===== src/hw/rtl/tfc_pkg.sv =====
// Types, constants and the byte-wide CRC step shared by the frame checker.
package tfc_pkg;

	localparam logic [15:0] CRC_POLY     = 16'h1021;
	localparam logic [15:0] SEED_DEFAULT = 16'hDCBD;

	localparam logic [7:0] KIND_T1 = 8'h01;
	localparam logic [7:0] KIND_T2 = 8'h02;
	localparam logic [7:0] KIND_T3 = 8'h03;
	localparam logic [7:0] KIND_T4 = 8'h04;
	localparam logic [7:0] KIND_T5 = 8'h05;

	localparam logic [8:0] LEN_T1 = 9'd13;
	localparam logic [8:0] LEN_T2 = 9'd17;
	localparam logic [8:0] LEN_T4 = 9'd19;
	localparam logic [8:0] LEN_T5 = 9'd29;
	localparam logic [8:0] LEN_VAR_EXTRA = 9'd4;

	typedef enum logic [1:0] {
		STATUS_GOOD     = 2'd0,
		STATUS_MISMATCH = 2'd1,
		STATUS_UNKNOWN  = 2'd2
	} tfc_status_t;

	typedef struct packed {
		logic [7:0] data_byte;
		logic       frame_start;
	} tfc_in_t;

	typedef struct packed {
		tfc_status_t status;
		logic [7:0]  kind;
		logic [8:0]  total_length;
	} tfc_result_t;

	typedef struct packed {
		logic       in_frame;
		logic [8:0] byte_index;
	} tfc_core_status_t;

	typedef struct packed {
		logic main_valid;
		logic skid_valid;
	} tfc_buf_status_t;

	// One byte through CRC-16/CCITT, MSB first.
	function automatic logic [15:0] crc16_byte(input logic [15:0] crc, input logic [7:0] b);
		logic [15:0] c;
		c = crc ^ {b, 8'h00};
		for (int i = 0; i < 8; i++) begin
			if (c[15]) begin
				c = {c[14:0], 1'b0} ^ CRC_POLY;
			end else begin
				c = {c[14:0], 1'b0};
			end
		end
		return c;
	endfunction

	// Fixed frame length per type; zero for the variable-length type and unknown types.
	function automatic logic [8:0] kind_length(input logic [7:0] kind);
		logic [8:0] len;
		case (kind)
			KIND_T1: len = LEN_T1;
			KIND_T2: len = LEN_T2;
			KIND_T4: len = LEN_T4;
			KIND_T5: len = LEN_T5;
			default: len = 9'd0;
		endcase
		return len;
	endfunction

endpackage


===== src/hw/rtl/tfc_frame_core.sv =====
// Frame tracking state and per-byte CRC update; flags the byte that ends a frame.
module tfc_frame_core (
	input  logic                      clk,
	input  logic                      arst_n,
	input  logic                      accept,
	input  tfc_pkg::tfc_in_t          item,
	input  logic [15:0]               seed,
	output logic                      res_valid,
	output tfc_pkg::tfc_result_t      res,
	output tfc_pkg::tfc_core_status_t st
);
	import tfc_pkg::*;

	logic [15:0] crc_q;
	logic [8:0]  byte_index_q;
	logic [8:0]  exp_len_q;
	logic [7:0]  kind_q;
	logic [7:0]  crc_hi_q;
	logic        in_frame_q;

	logic        known;
	logic [15:0] crc_in;
	logic [15:0] crc_fed;
	logic [8:0]  exp_eff;
	logic [9:0]  idx_p2;
	logic        do_feed;
	logic        do_high;
	logic [15:0] received;

	always_comb begin
		known    = item.data_byte inside {[KIND_T1:KIND_T5]};
		crc_in   = item.frame_start ? seed : crc_q;
		crc_fed  = crc16_byte(crc_in, item.data_byte);
		// The variable-length type takes its length from the second byte.
		if (byte_index_q == 9'd1 && kind_q == KIND_T3) begin
			exp_eff = {1'b0, item.data_byte} + LEN_VAR_EXTRA;
		end else begin
			exp_eff = exp_len_q;
		end
		idx_p2   = {1'b0, byte_index_q} + 10'd2;
		do_feed  = (byte_index_q < 9'd2) || (idx_p2 < {1'b0, exp_eff});
		do_high  = (idx_p2 == {1'b0, exp_eff});
		received = {crc_hi_q, item.data_byte};
	end

	always_comb begin
		res_valid = 1'b0;
		res       = '{status: STATUS_UNKNOWN, kind: item.data_byte, total_length: 9'd0};
		if (accept) begin
			if (item.frame_start) begin
				res_valid = !known;
			end else if (in_frame_q && !do_feed && !do_high) begin
				res_valid = 1'b1;
				res.status = (received == crc_q) ? STATUS_GOOD : STATUS_MISMATCH;
				res.kind = kind_q;
				res.total_length = exp_eff;
			end
		end
	end

	always_ff @(posedge clk or negedge arst_n) begin
		if (!arst_n) begin
			in_frame_q   <= 1'b0;
			byte_index_q <= 9'd0;
		end else if (accept) begin
			if (item.frame_start) begin
				in_frame_q   <= known;
				byte_index_q <= known ? 9'd1 : 9'd0;
			end else if (in_frame_q) begin
				if (do_feed || do_high) begin
					byte_index_q <= byte_index_q + 9'd1;
				end else begin
					in_frame_q   <= 1'b0;
					byte_index_q <= 9'd0;
				end
			end
		end
	end

	always_ff @(posedge clk) begin
		if (accept) begin
			if (item.frame_start) begin
				kind_q    <= item.data_byte;
				crc_hi_q  <= 8'h00;
				exp_len_q <= kind_length(item.data_byte);
				crc_q     <= known ? crc_fed : seed;
			end else if (in_frame_q) begin
				exp_len_q <= exp_eff;
				if (do_feed) begin
					crc_q <= crc_fed;
				end else if (do_high) begin
					crc_hi_q <= item.data_byte;
				end
			end
		end
	end

	assign st = '{in_frame: in_frame_q, byte_index: byte_index_q};

endmodule


===== config.mk =====
export PLATFORM = sky130hd
export DESIGN_NAME = tfc_frame_core
export DESIGN_NICKNAME = d
export VERILOG_FILES = /design/src/hw/rtl/tfc_pkg.sv /design/src/hw/rtl/tfc_frame_core.sv
export SDC_FILE = /design/constraint.sdc
export NUM_CORES = 1
export LEC_CHECK = 0
export BUFFER_PORTS_ARGS = -buffer_cell sky130_fd_sc_hd__buf_2
export CAP_MARGIN = 40
export CORE_MARGIN = 2
export CORE_UTILIZATION = 54
export DETAILED_ROUTE_END_ITERATION = 10
export PLACE_DENSITY = 0.85
export SYNTH_ARGS = -nofsm -noshare
export SYNTH_HDL_FRONTEND = slang
export SYNTH_SLANG_ARGS = --single-unit

===== constraint.sdc =====
create_clock -name clk -period 7.5 [get_ports clk]
set_input_delay 0.375 -clock clk [delete_from_list [all_inputs] [get_ports clk]]
set_output_delay 0.375 -clock clk [all_outputs]
set_load 0.05 [all_outputs]

==> results of run 1 <==
-- registers in the layout, summed over array words and instances, names as in the netlist --
| name | cells |
|---|---|
| kind_q | 8 |
| crc_hi_q | 8 |
| exp_len_q | 9 |
| in_frame_q | 1 |
| byte_index_q | 9 |
| crc_q | 16 |
-- where the power goes --
group / internal (W) / leakage, nW / total (W) / switching [W]
clock: 0.0000625 / 0.0414 / 0.000157 / 0.0000945
combinational: 0.0000891 / 1.14 / 0.000224 / 0.000135
sequential: 0.000342 / 0.521 / 0.000362 / 0.0000206
-- cell type report --
type                    count  area (um^2)
clock buffers               5        68.82
clock inverters             2        8.758
repair buffers             61        329.1
fillers                   537         2625
well taps                  80        100.1
flip-flops and latches     51         1481
inverters                  16        60.06
multi-input cells         282         2046
-- worst max-delay path by stage --
stage	start	to	slack, ns	cells after the start
final	byte_index_q[0]	res[12]	2.06	14
after global routing	byte_index_q[0]	res[12]	1.79	14
after floorplan	byte_index_q[0]	crc_q[0]	2.32	13
after global placement	byte_index_q[1]	res[9]	2.25	15
after detailed placement	byte_index_q[1]	res[16]	2.43	15
after CTS	byte_index_q[1]	res[16]	2.08	15
-- placed cells by master, fill, tap and decap left out, drive strengths merged, types with 4 or more instances in the layout --
| master | instances |
|---|---|
| a21o | 4 |
| xor2 | 15 |
| dfrtp | 10 |
| o211ai | 4 |
| clkbuf | 5 |
| mux2 | 14 |
| nor2b | 8 |
| xnor2 | 44 |
| edfxtp | 41 |
| mux2i | 13 |
| nand4 | 7 |
| inv | 16 |
| buf | 60 |
| nand3 | 10 |
| nand2 | 21 |
| a21oi | 28 |
| o21ai | 16 |
| ha | 14 |
| nor2 | 43 |
| nor4b | 4 |
| nor4 | 4 |
-- critical path, delay by kind of cell, from the launching register on --
kind,cells,cell delay [ns]
flip-flops,1,0.52
multiplexers,1,0.31
AND/OR/NAND/NOR,7,2.78
adder cells (fa/ha/maj),2,0.53
buffers and inverters,3,0.53
AO/OA/AOI/OAI,1,0.10
-- synth_stat cells (all sizes together) (3+ instances only) --
| cell type | number | area [um^2] |
|---|---|---|
| nor2b | 8 | 50.05 |
| xnor2 | 44 | 385.4 |
| nor4 | 4 | 25.02 |
| inv | 16 | 60.06 |
| o22ai | 3 | 18.77 |
| a21oi | 28 | 140.1 |
| o21ai | 16 | 83.83 |
| o311ai | 3 | 26.28 |
| mux2 | 14 | 187.7 |
| nor4b | 4 | 50.05 |
| nor2 | 43 | 161.4 |
| o211ai | 4 | 35.03 |
| a21o | 4 | 30.03 |
| edfxtp | 41 | 1231 |
| clkbuf | 18 | 67.56 |
| ha | 14 | 175.2 |
| o2111ai | 3 | 26.28 |
| nand2 | 21 | 78.83 |
| nand4 | 7 | 43.79 |
| nand3 | 10 | 50.05 |
| xor2 | 15 | 131.4 |
| mux2i | 13 | 130.1 |
| buf | 6 | 51.30 |
| or4 | 3 | 26.27 |
| dfrtp | 10 | 250.2 |
-- routing by layer --
layer | global-route usage [%] | vias to the layer above | part of all wire (%)
met5 | 0 | - | 0
met4 | 7.528 | 0 | 2.0
met3 | 3.524 | 20 | 5.3
met2 | 36.99 | 119 | 49
met1 | 32.09 | 1414 | 44
li1 | - | 1429 | -
-- repair_timing --
item                                    CTS  global route
setup buffers                             0             0
hold endpoints to repair                 10             0
endpoints found under the setup margin    0             0
hold buffers                              1             0
-- cells by family after synthesis --
| group | after synthesis | share of synthesized area, % |
|---|---|---|
| AO/OA/AOI/OAI | 70 | 12.20 |
| XOR/XNOR | 59 | 13.96 |
| adder cells (fa/ha/maj) | 14 | 4.731 |
| buffers and inverters | 40 | 4.833 |
| flip-flops | 51 | 40.01 |
| multiplexers | 27 | 8.584 |
| AND/OR/NAND/NOR | 112 | 15.68 |
-- stage by stage --
stage	power (W)	util [%]	instance area, um^2	cells	hold slack [ns]
finish	0.0007433	60.93	4094	497	0.3710
global route	0.0007735	60.93	4094	497	0.3797
CTS	0.0007412	60.93	4094	497	0.3763
detailed placement	0.0005889	59.63	4006	489	0.2509
global placement	0.0005773	59.24	3980	487	0.2440
floorplan	0.0005327	-	3702	373	0.07941
==> flow_summary.ini, run 1 <==
[hold_path]
hold_depth = 1
min_to = kind_q[3]
worstHoldStart = item[4]
worstHoldPathType = input port to flip-flop

[yosys]
ys_seq_elements = 51
synth.distinct_cells = 51
ys_seq_area_share_pct = 40.01
ys_warn_count = 0
async_reset_ff_share_pct = 19.61
syn_inst = 373
syn_area_um2 = 3702
syn-mean-instance-area_um2 = 9.926
synth_edf_count = 41
syn-num-nets = 415
synth_ff_type = edfxtp_1

[layout]
synthToLayoutAreaGrowth_pct = 10.58
drive_gt1_share_pct = 20.86
nets = 459
n_antenna_cell = 0

[power]
p_per_area_nw_per_um2 = 181.6
ir_drop_mv = 0.08921
cellLeakagePower_nw = 1.701

[route]
drc = 0
ant_nets = 0
wl_um = 8715
vias_per_cell = 6.000
drt_iter0_markers = 248
drtPass1Iterations = 5
routedWlPerCell_um = 17.54
num_vias = 2982

[sta]
max_freq_mhz = 183.7
rsz0062_at_grt = false
period_needed_ns = 5.444
slew_headroom_pct = 52.05
slew_violations = 0
hold_viol = 0
finClkSkew_ns = 0.008412
worst_pin_slew_ns = 0.7141
final.setup.worst_slack_ns = 2.056
finalSetupTns_ns = 0
timing.final.crit_share_pct = 72.58
setup_viol = 0

[clock_tree]
clk_path_buf_depth = 2
cts_tree = yes
cts_sinks = 51
clkLatencyLatePin_ns = 0.31
cts_inserted_buffers = 5
root_buffer = clkbuf_8
h-tree-depth = 2
clk_pin_slew_ns = 0.09
cts_resized = 0

[flow_run]
cap_violations = 0

[floorplanning]
dieArea_um2 = 7534
chipHeight_um = 86.80
coreArea_um2 = 6719
num_rows = 30
die_w_um = 86.80
io_pins = 58
start_util_pct = 55.10

[worst_setup_path]
critPathLaunchType = flip-flop
worstRegToRegCells = 12
required_ns = 7.12
arrival_ns = 5.07
slowest_delay_ns = 0.74
critPathKind = flip-flop to output pin
r2r_start = byte_index_q[0]
cp_common_cell = ha_1
r2r-end = byte_index_q[6]
cp_cell_sequence = ha_1 > or4bb_1 > or4_1 > nor3_1 > a21oi_1 > ha_1 > nand4_1 > inv_1 > nand2b_1 > nor4b_4 > nand3b_1 > buf_8 > mux2_4 > buf_2
cp_slowest_cell = or4_1
rrSetupSlack_ns = 2.79
cp-end-kind = output pin
path_max_fanout = 17

[run_status]
status = completed

[global_routing]
grt_pass1_wl_um = 13620
groute.usage.overall_pct = 23.08
antenna_found_initial = 0
grt_pass1_vias = 2814
overflow = 0
grt_max_degree = 54

[placement]
pre_cts_slack_ns = 2.426
dp_hpwl_um = 6402
portBuffers = 57
gp_congestion = 0.9131
Note: power is estimated with default switching activity, not from simulation.
==> run 2, diff against run 1 <==
--- a/config.mk
+++ b/config.mk
@@ -8,7 +8,7 @@
 export BUFFER_PORTS_ARGS = -buffer_cell sky130_fd_sc_hd__buf_2
 export CAP_MARGIN = 40
 export CORE_MARGIN = 2
-export CORE_UTILIZATION = 54
+export CORE_UTILIZATION = 52
 export DETAILED_ROUTE_END_ITERATION = 10
 export PLACE_DENSITY = 0.85
 export SYNTH_ARGS = -nofsm -noshare
==> constraint.sdc (replaced) <==
create_clock -name clk -period 4.8 [get_ports clk]
set_input_delay 0.24 -clock clk [delete_from_list [all_inputs] [get_ports clk]]
set_output_delay 0.24 -clock clk [all_outputs]
set_load 0.05 [all_outputs]
==> run 2 against run 1 <==
  * Setup slack worse by 2.0 ns
  * Non-clock buffer count is 12 higher
  * Hold slack worse by 0.15 ns
  * Core utilization is 2.6 points higher
  * Count of clock-buffer cells in the layout stayed put
  * Combinational power is 62% higher
  * Sequential power is 56% higher
  * Register-to-register slack worse by 2.0 ns
  * Total power is 67% higher
  * Clock power is 99% higher
  * Via count is 2.9% higher
  * Largest power group unchanged
==> flow_summary.ini, run 2 (same netlist as run 1, synthesis figures left out) <==
[run_status]
status = completed

[global_routing]
grt_pass1_vias = 2941
grt_pass1_wl_um = 14200
grt_max_degree = 36
overflow = 0
antenna_found_initial = 0
groute.usage.overall_pct = 23.66

[layout]
largest_reg_flops = 16
regMostFlops = crc_q
fin_util_pct = 63.57
nets = 472
final_cells = 527
n_antenna_cell = 0
reg_top3 = crc_q (16), byte_index_q (9), exp_len_q (9)
drive_gt1_share_pct = 26.45
seq_area_um2 = 1483
final_cell_mix = buf_2 (56), xnor2_1 (44), nor2_1 (42), edfxtp_1 (41), a21oi_1 (26)
final_common_cell = buf_2
nFillCells = 552
multiInputGateArea_um2 = 2126
synthToLayoutAreaGrowth_pct = 17.30

[floorplanning]
die_w_um = 88.38
chipHeight_um = 88.38
dieArea_um2 = 7811
io_pins = 58
start_util_pct = 54.19
num_rows = 30
coreArea_um2 = 6832

[sta]
timing.final.crit_share_pct = 99.77
max_freq_mhz = 208.8
period_needed_ns = 4.789
slew_headroom_pct = 45.40
finClkSkew_ns = 0.005276
setup_viol = 0
finalSetupTns_ns = 0
slew_violations = 0
rsz0062_at_grt = true
hold_viol = 0
worst_pin_slew_ns = 0.8136

[clock_tree]
cts_sinks = 51
cts_tree = yes
root_buffer = clkbuf_8
cts_inserted_buffers = 5
clk_pin_slew_ns = 0.10
h-tree-depth = 2
clkLatencyLatePin_ns = 0.32
clk_path_buf_depth = 2

[route]
wl_um = 9408
vias_per_cell = 5.820
drc = 0
num_vias = 3067
ant_nets = 0
drtPass1Iterations = 5
drt_iter0_markers = 241
routedWlPerCell_um = 17.85

[power]
p_per_area_nw_per_um2 = 285.1
power_switching_share_pct = 32.54
ir_drop_mv = 0.1241
power_switching_w = 0.0004029
share_comb_of_total_power_pct = 29.3
clkPwrFrac_pct = 25.2
power_w = 0.001238
internal-power_w = 0.0008352
sequentialPowerShare_pct = 45.5
cellLeakagePower_nw = 1.785

[worst_setup_path]
path_max_fanout = 8
required_ns = 4.56
cp-end-kind = output pin
critPathLaunchType = flip-flop
critPathKind = flip-flop to output pin
arrival_ns = 4.55

[flow_run]
cap_violations = 0

[placement]
dp_cells = 512
portBuffers = 57
dp_hpwl_um = 6624
gp_congestion = 0.9221

[hold_path]
worstHoldPathType = input port to flip-flop
-- run 2: through the flow --
| step | cell area [um^2] | setup WS, ns | hold WS [ns] |
|---|---|---|---|
| global placement | 4076 | 0.3635 | 0.1088 |
| global route | 4343 | -0.1288 | 0.2274 |
| detailed placement | 4076 | 0.2238 | 0.1120 |
| finish | 4343 | 0.01090 | 0.2169 |
| CTS | 4202 | 0.02060 | 0.2244 |
| floorplan | 3702 | -0.06088 | -0.05559 |
-- run 2: worst paths after layout --
kind                       slack [ns]              end  depth (start not counted)       startpoint
max in group asynchronous        4.28  byte_index_q[1]                          2           arst_n
max                              0.01          res[16]                         16  byte_index_q[1]
min                              0.22        kind_q[2]                          1          item[3]
min reg2reg                      0.59       in_frame_q                          2       in_frame_q
max reg2reg                      0.81         crc_q[5]                         15  byte_index_q[1]
min in group asynchronous        0.31  byte_index_q[5]                          2           arst_n
-- run 2: worst max-delay path: stages (launching register included) --
cell,delay [ns]
dfrtp_2,0.44
inv_4,0.08
ha_1,0.13
or4bb_4,0.55
or4_4,0.49
nor3_2,0.19
a21oi_1,0.08
ha_1,0.35
nand4_1,0.16
inv_2,0.12
nand2b_4,0.08
a2111oi_4,0.35
a21o_1,0.18
nand3b_1,0.27
buf_12,0.26
mux2_4,0.29
buf_2,0.21
-- run 2: layout make-up --
type / instances / share of cell area, %
Clock buffer: 5 / 1.585
Clock inverter: 3 / 0.8931
Inverter: 16 / 1.441
Multi-Input combinational cell: 283 / 48.95
Sequential cell: 51 / 34.14
Tap cell: 96 / 2.766
Timing Repair Buffer: 73 / 10.23
-- run 2: metal layers --
layer	vias up	part of all wire [%]	global-route usage, %
met3	21	6.3	3.451
li1	1450	-	-
met5	-	0	0
met4	0	2.7	8.815
met1	1471	43	32.62
met2	125	48	38.00
-- run 2: timing repair --
item / CTS / global route
hold endpoints to repair: 10 / 0
gates cloned: 0 / 2
hold buffers: 1 / 0
resized for setup: 2 / 19
setup buffers: 0 / 4
endpoints found under the setup margin: 8 / 18
pin swaps: 0 / 1
-- run 2: power groups by stage --
stage	clock, W	combinational, W	sequential (W)
6_report	0.000312	0.000363	0.000564
5_1_grt	0.000324	0.000397	0.000568
4_1_cts	0.000306	0.000350	0.000563
3_5_place_dp	0	0.000345	0.000572
3_3_place_gp	0	0.000337	0.000569
2_1_floorplan	0	0.000254	0.000578
==> run 3, diff against run 2 <==
--- a/config.mk
+++ b/config.mk
@@ -5,7 +5,7 @@
 export SDC_FILE = /design/constraint.sdc
 export NUM_CORES = 1
 export LEC_CHECK = 0
-export BUFFER_PORTS_ARGS = -buffer_cell sky130_fd_sc_hd__buf_2
+export BUFFER_PORTS_ARGS = -buffer_cell sky130_fd_sc_hd__clkbuf_2
 export CAP_MARGIN = 40
 export CORE_MARGIN = 2
 export CORE_UTILIZATION = 52
==> run 3 against run 2 <==
  * Global-route usage is 0.58 points lower
  * Final area is 2.7% higher
  * Setup slack better by 0.052 ns
  * Total power is 3.9% lower
  * Via count is 0.59% higher
  * Non-clock buffer count is 1 higher
  * Maximum frequency is 1.1% higher
  * Register-to-register slack worse by 0.11 ns
  * Sequential share of layout area is 0.93 points lower
  * Critical endpoint is now res[9]
  * Largest power group unchanged
==> flow_summary.ini, run 3 (same netlist as run 1, synthesis figures left out) <==
[worst_setup_path]
critPathLaunch = byte_index_q[1]
worstRegToRegCells = 15
critPathKind = flip-flop to output pin
path_max_fanout = 7
cp-end-kind = output pin
required_ns = 4.56
critPathLaunchType = flip-flop
r2r-end = byte_index_q[7]
r2r_start = byte_index_q[1]
rrSetupSlack_ns = 0.70
arrival_ns = 4.50

[global_routing]
grt_pass1_wl_um = 14050
overflow = 0
grt_max_degree = 36
antenna_found_initial = 0
grt_pass1_vias = 2912
groute.usage.overall_pct = 23.08

[power]
power_switching_w = 0.0004044
power_switching_share_pct = 33.98
power_w = 0.001190
cellLeakagePower_nw = 1.794
clkPwrFrac_pct = 21.6
sequentialPowerShare_pct = 47.3
internal-power_w = 0.0007856
share_comb_of_total_power_pct = 31.1
p_per_area_nw_per_um2 = 266.8
ir_drop_mv = 0.1423

[layout]
nets = 473
drive_gt1_share_pct = 28.01
fin_util_pct = 65.29
largest_reg_flops = 16
reg_top3 = crc_q (16), byte_index_q (9), exp_len_q (9)
final_cell_mix = xnor2_1 (44), clkbuf_2 (44), edfxtp_1 (41), nor2_1 (37), a21oi_1 (22)
n_antenna_cell = 0
final_cells = 528
regMostFlops = crc_q
stdcell_area_um2 = 4461
synthToLayoutAreaGrowth_pct = 20.48

[clock_tree]
clkLatencyLatePin_ns = 0.32
cts_inserted_buffers = 5
cts_tree = yes
h-tree-depth = 2
cts_sinks = 51
clk_pin_slew_ns = 0.10
clk_path_buf_depth = 2
root_buffer = clkbuf_8

[placement]
portBuffers = 57
dp_cells = 515
dpl_cell_area_um2 = 4222
gp_congestion = 0.9243
dp_hpwl_um = 6578

[route]
wl_um = 9208
vias_per_cell = 5.843
ant_nets = 0
drc = 0
num_vias = 3085
drtPass1Iterations = 5
routedWlPerCell_um = 17.44
drt_iter0_markers = 316

[sta]
slew_headroom_pct = 41.44
timing.final.crit_share_pct = 98.69
hold_viol = 0
finClkSkew_ns = 0.008381
max_freq_mhz = 211.1
period_needed_ns = 4.737
setup_viol = 0
finalSetupTns_ns = 0
worst_pin_slew_ns = 0.8663
slew_violations = 0

[floorplanning]
die_w_um = 88.38
coreArea_um2 = 6832
start_util_pct = 54.19
num_rows = 30
chipHeight_um = 88.38
dieArea_um2 = 7811
io_pins = 58

[flow_run]
cap_violations = 0

[hold_path]
hold_depth = 2
min_to = crc_q[4]
worstHoldPathType = input port to flip-flop
worstHoldStart = seed[4]

[run_status]
status = completed
run 3: through the flow:
step | setup slack, ns | hold slack [ns]
global placement | 0.3857 | 0.1163
detailed placement | 0.2452 | 0.1229
floorplan | -0.06088 | -0.05559
finish | 0.06306 | 0.2406
global route | -0.03317 | 0.2385
CTS | 0.02452 | 0.2381
run 3: worst max path at each step:
stage	to	cells past startpoint
after floorplan	res[0]	17
after detailed placement	res[9]	15
after global placement	res[9]	15
after global routing	res[8]	18
after CTS	res[9]	16
final	res[9]	16
run 3: critical path: stages (launching register included):
cell	delay [ns]
dfrtp_1	0.41
inv_2	0.10
ha_1	0.14
or4bb_4	0.55
or4_4	0.58
nor2_4	0.17
a21oi_4	0.05
ha_1	0.32
a21o_1	0.18
a21o_1	0.17
a211oi_2	0.26
a21oi_2	0.11
a21o_1	0.23
nand3b_1	0.16
buf_6	0.19
mux2_1	0.35
clkbuf_4	0.22
run 3: final cells by class:
cell class / count / area (um^2)
fillers: 519 / 2371
multi-input cells: 283 / 2145
flip-flops and latches: 51 / 1481
repair buffers: 74 / 569.3
well taps: 96 / 120.1
clock buffers: 6 / 72.57
inverters: 16 / 60.06
clock inverters: 2 / 12.51
run 3: power groups by stage:
stage / sequential, W / clock (W) / combinational [W]
floorplan: 0.000578 / 0 / 0.000254
global placement: 0.000568 / 0 / 0.000343
detailed placement: 0.000570 / 0 / 0.000354
CTS: 0.000560 / 0.000256 / 0.000359
global route: 0.000566 / 0.000272 / 0.000401
finish: 0.000562 / 0.000257 / 0.000371
run 3: timing repair:
action                                  CTS  global route
hold buffers                              1             0
cloned                                    0             2
endpoints found under the hold margin    10             0
endpoints found under the setup margin   14            18
resized for setup                         3            34
setup buffers                             0             2
pin swaps                                 0             4
run 3: layer usage:
layer / GRT usage (%) / up-vias / routed length (um) / part of all wire [%]
met5: 0 / - / 0 / 0
met4: 6.474 / 0 / 198 / 2.2
met3: 4.757 / 24 / 744 / 8.1
met2: 36.64 / 166 / 4395 / 48
met1: 32.28 / 1439 / 3870 / 42
li1: - / 1456 / - / -
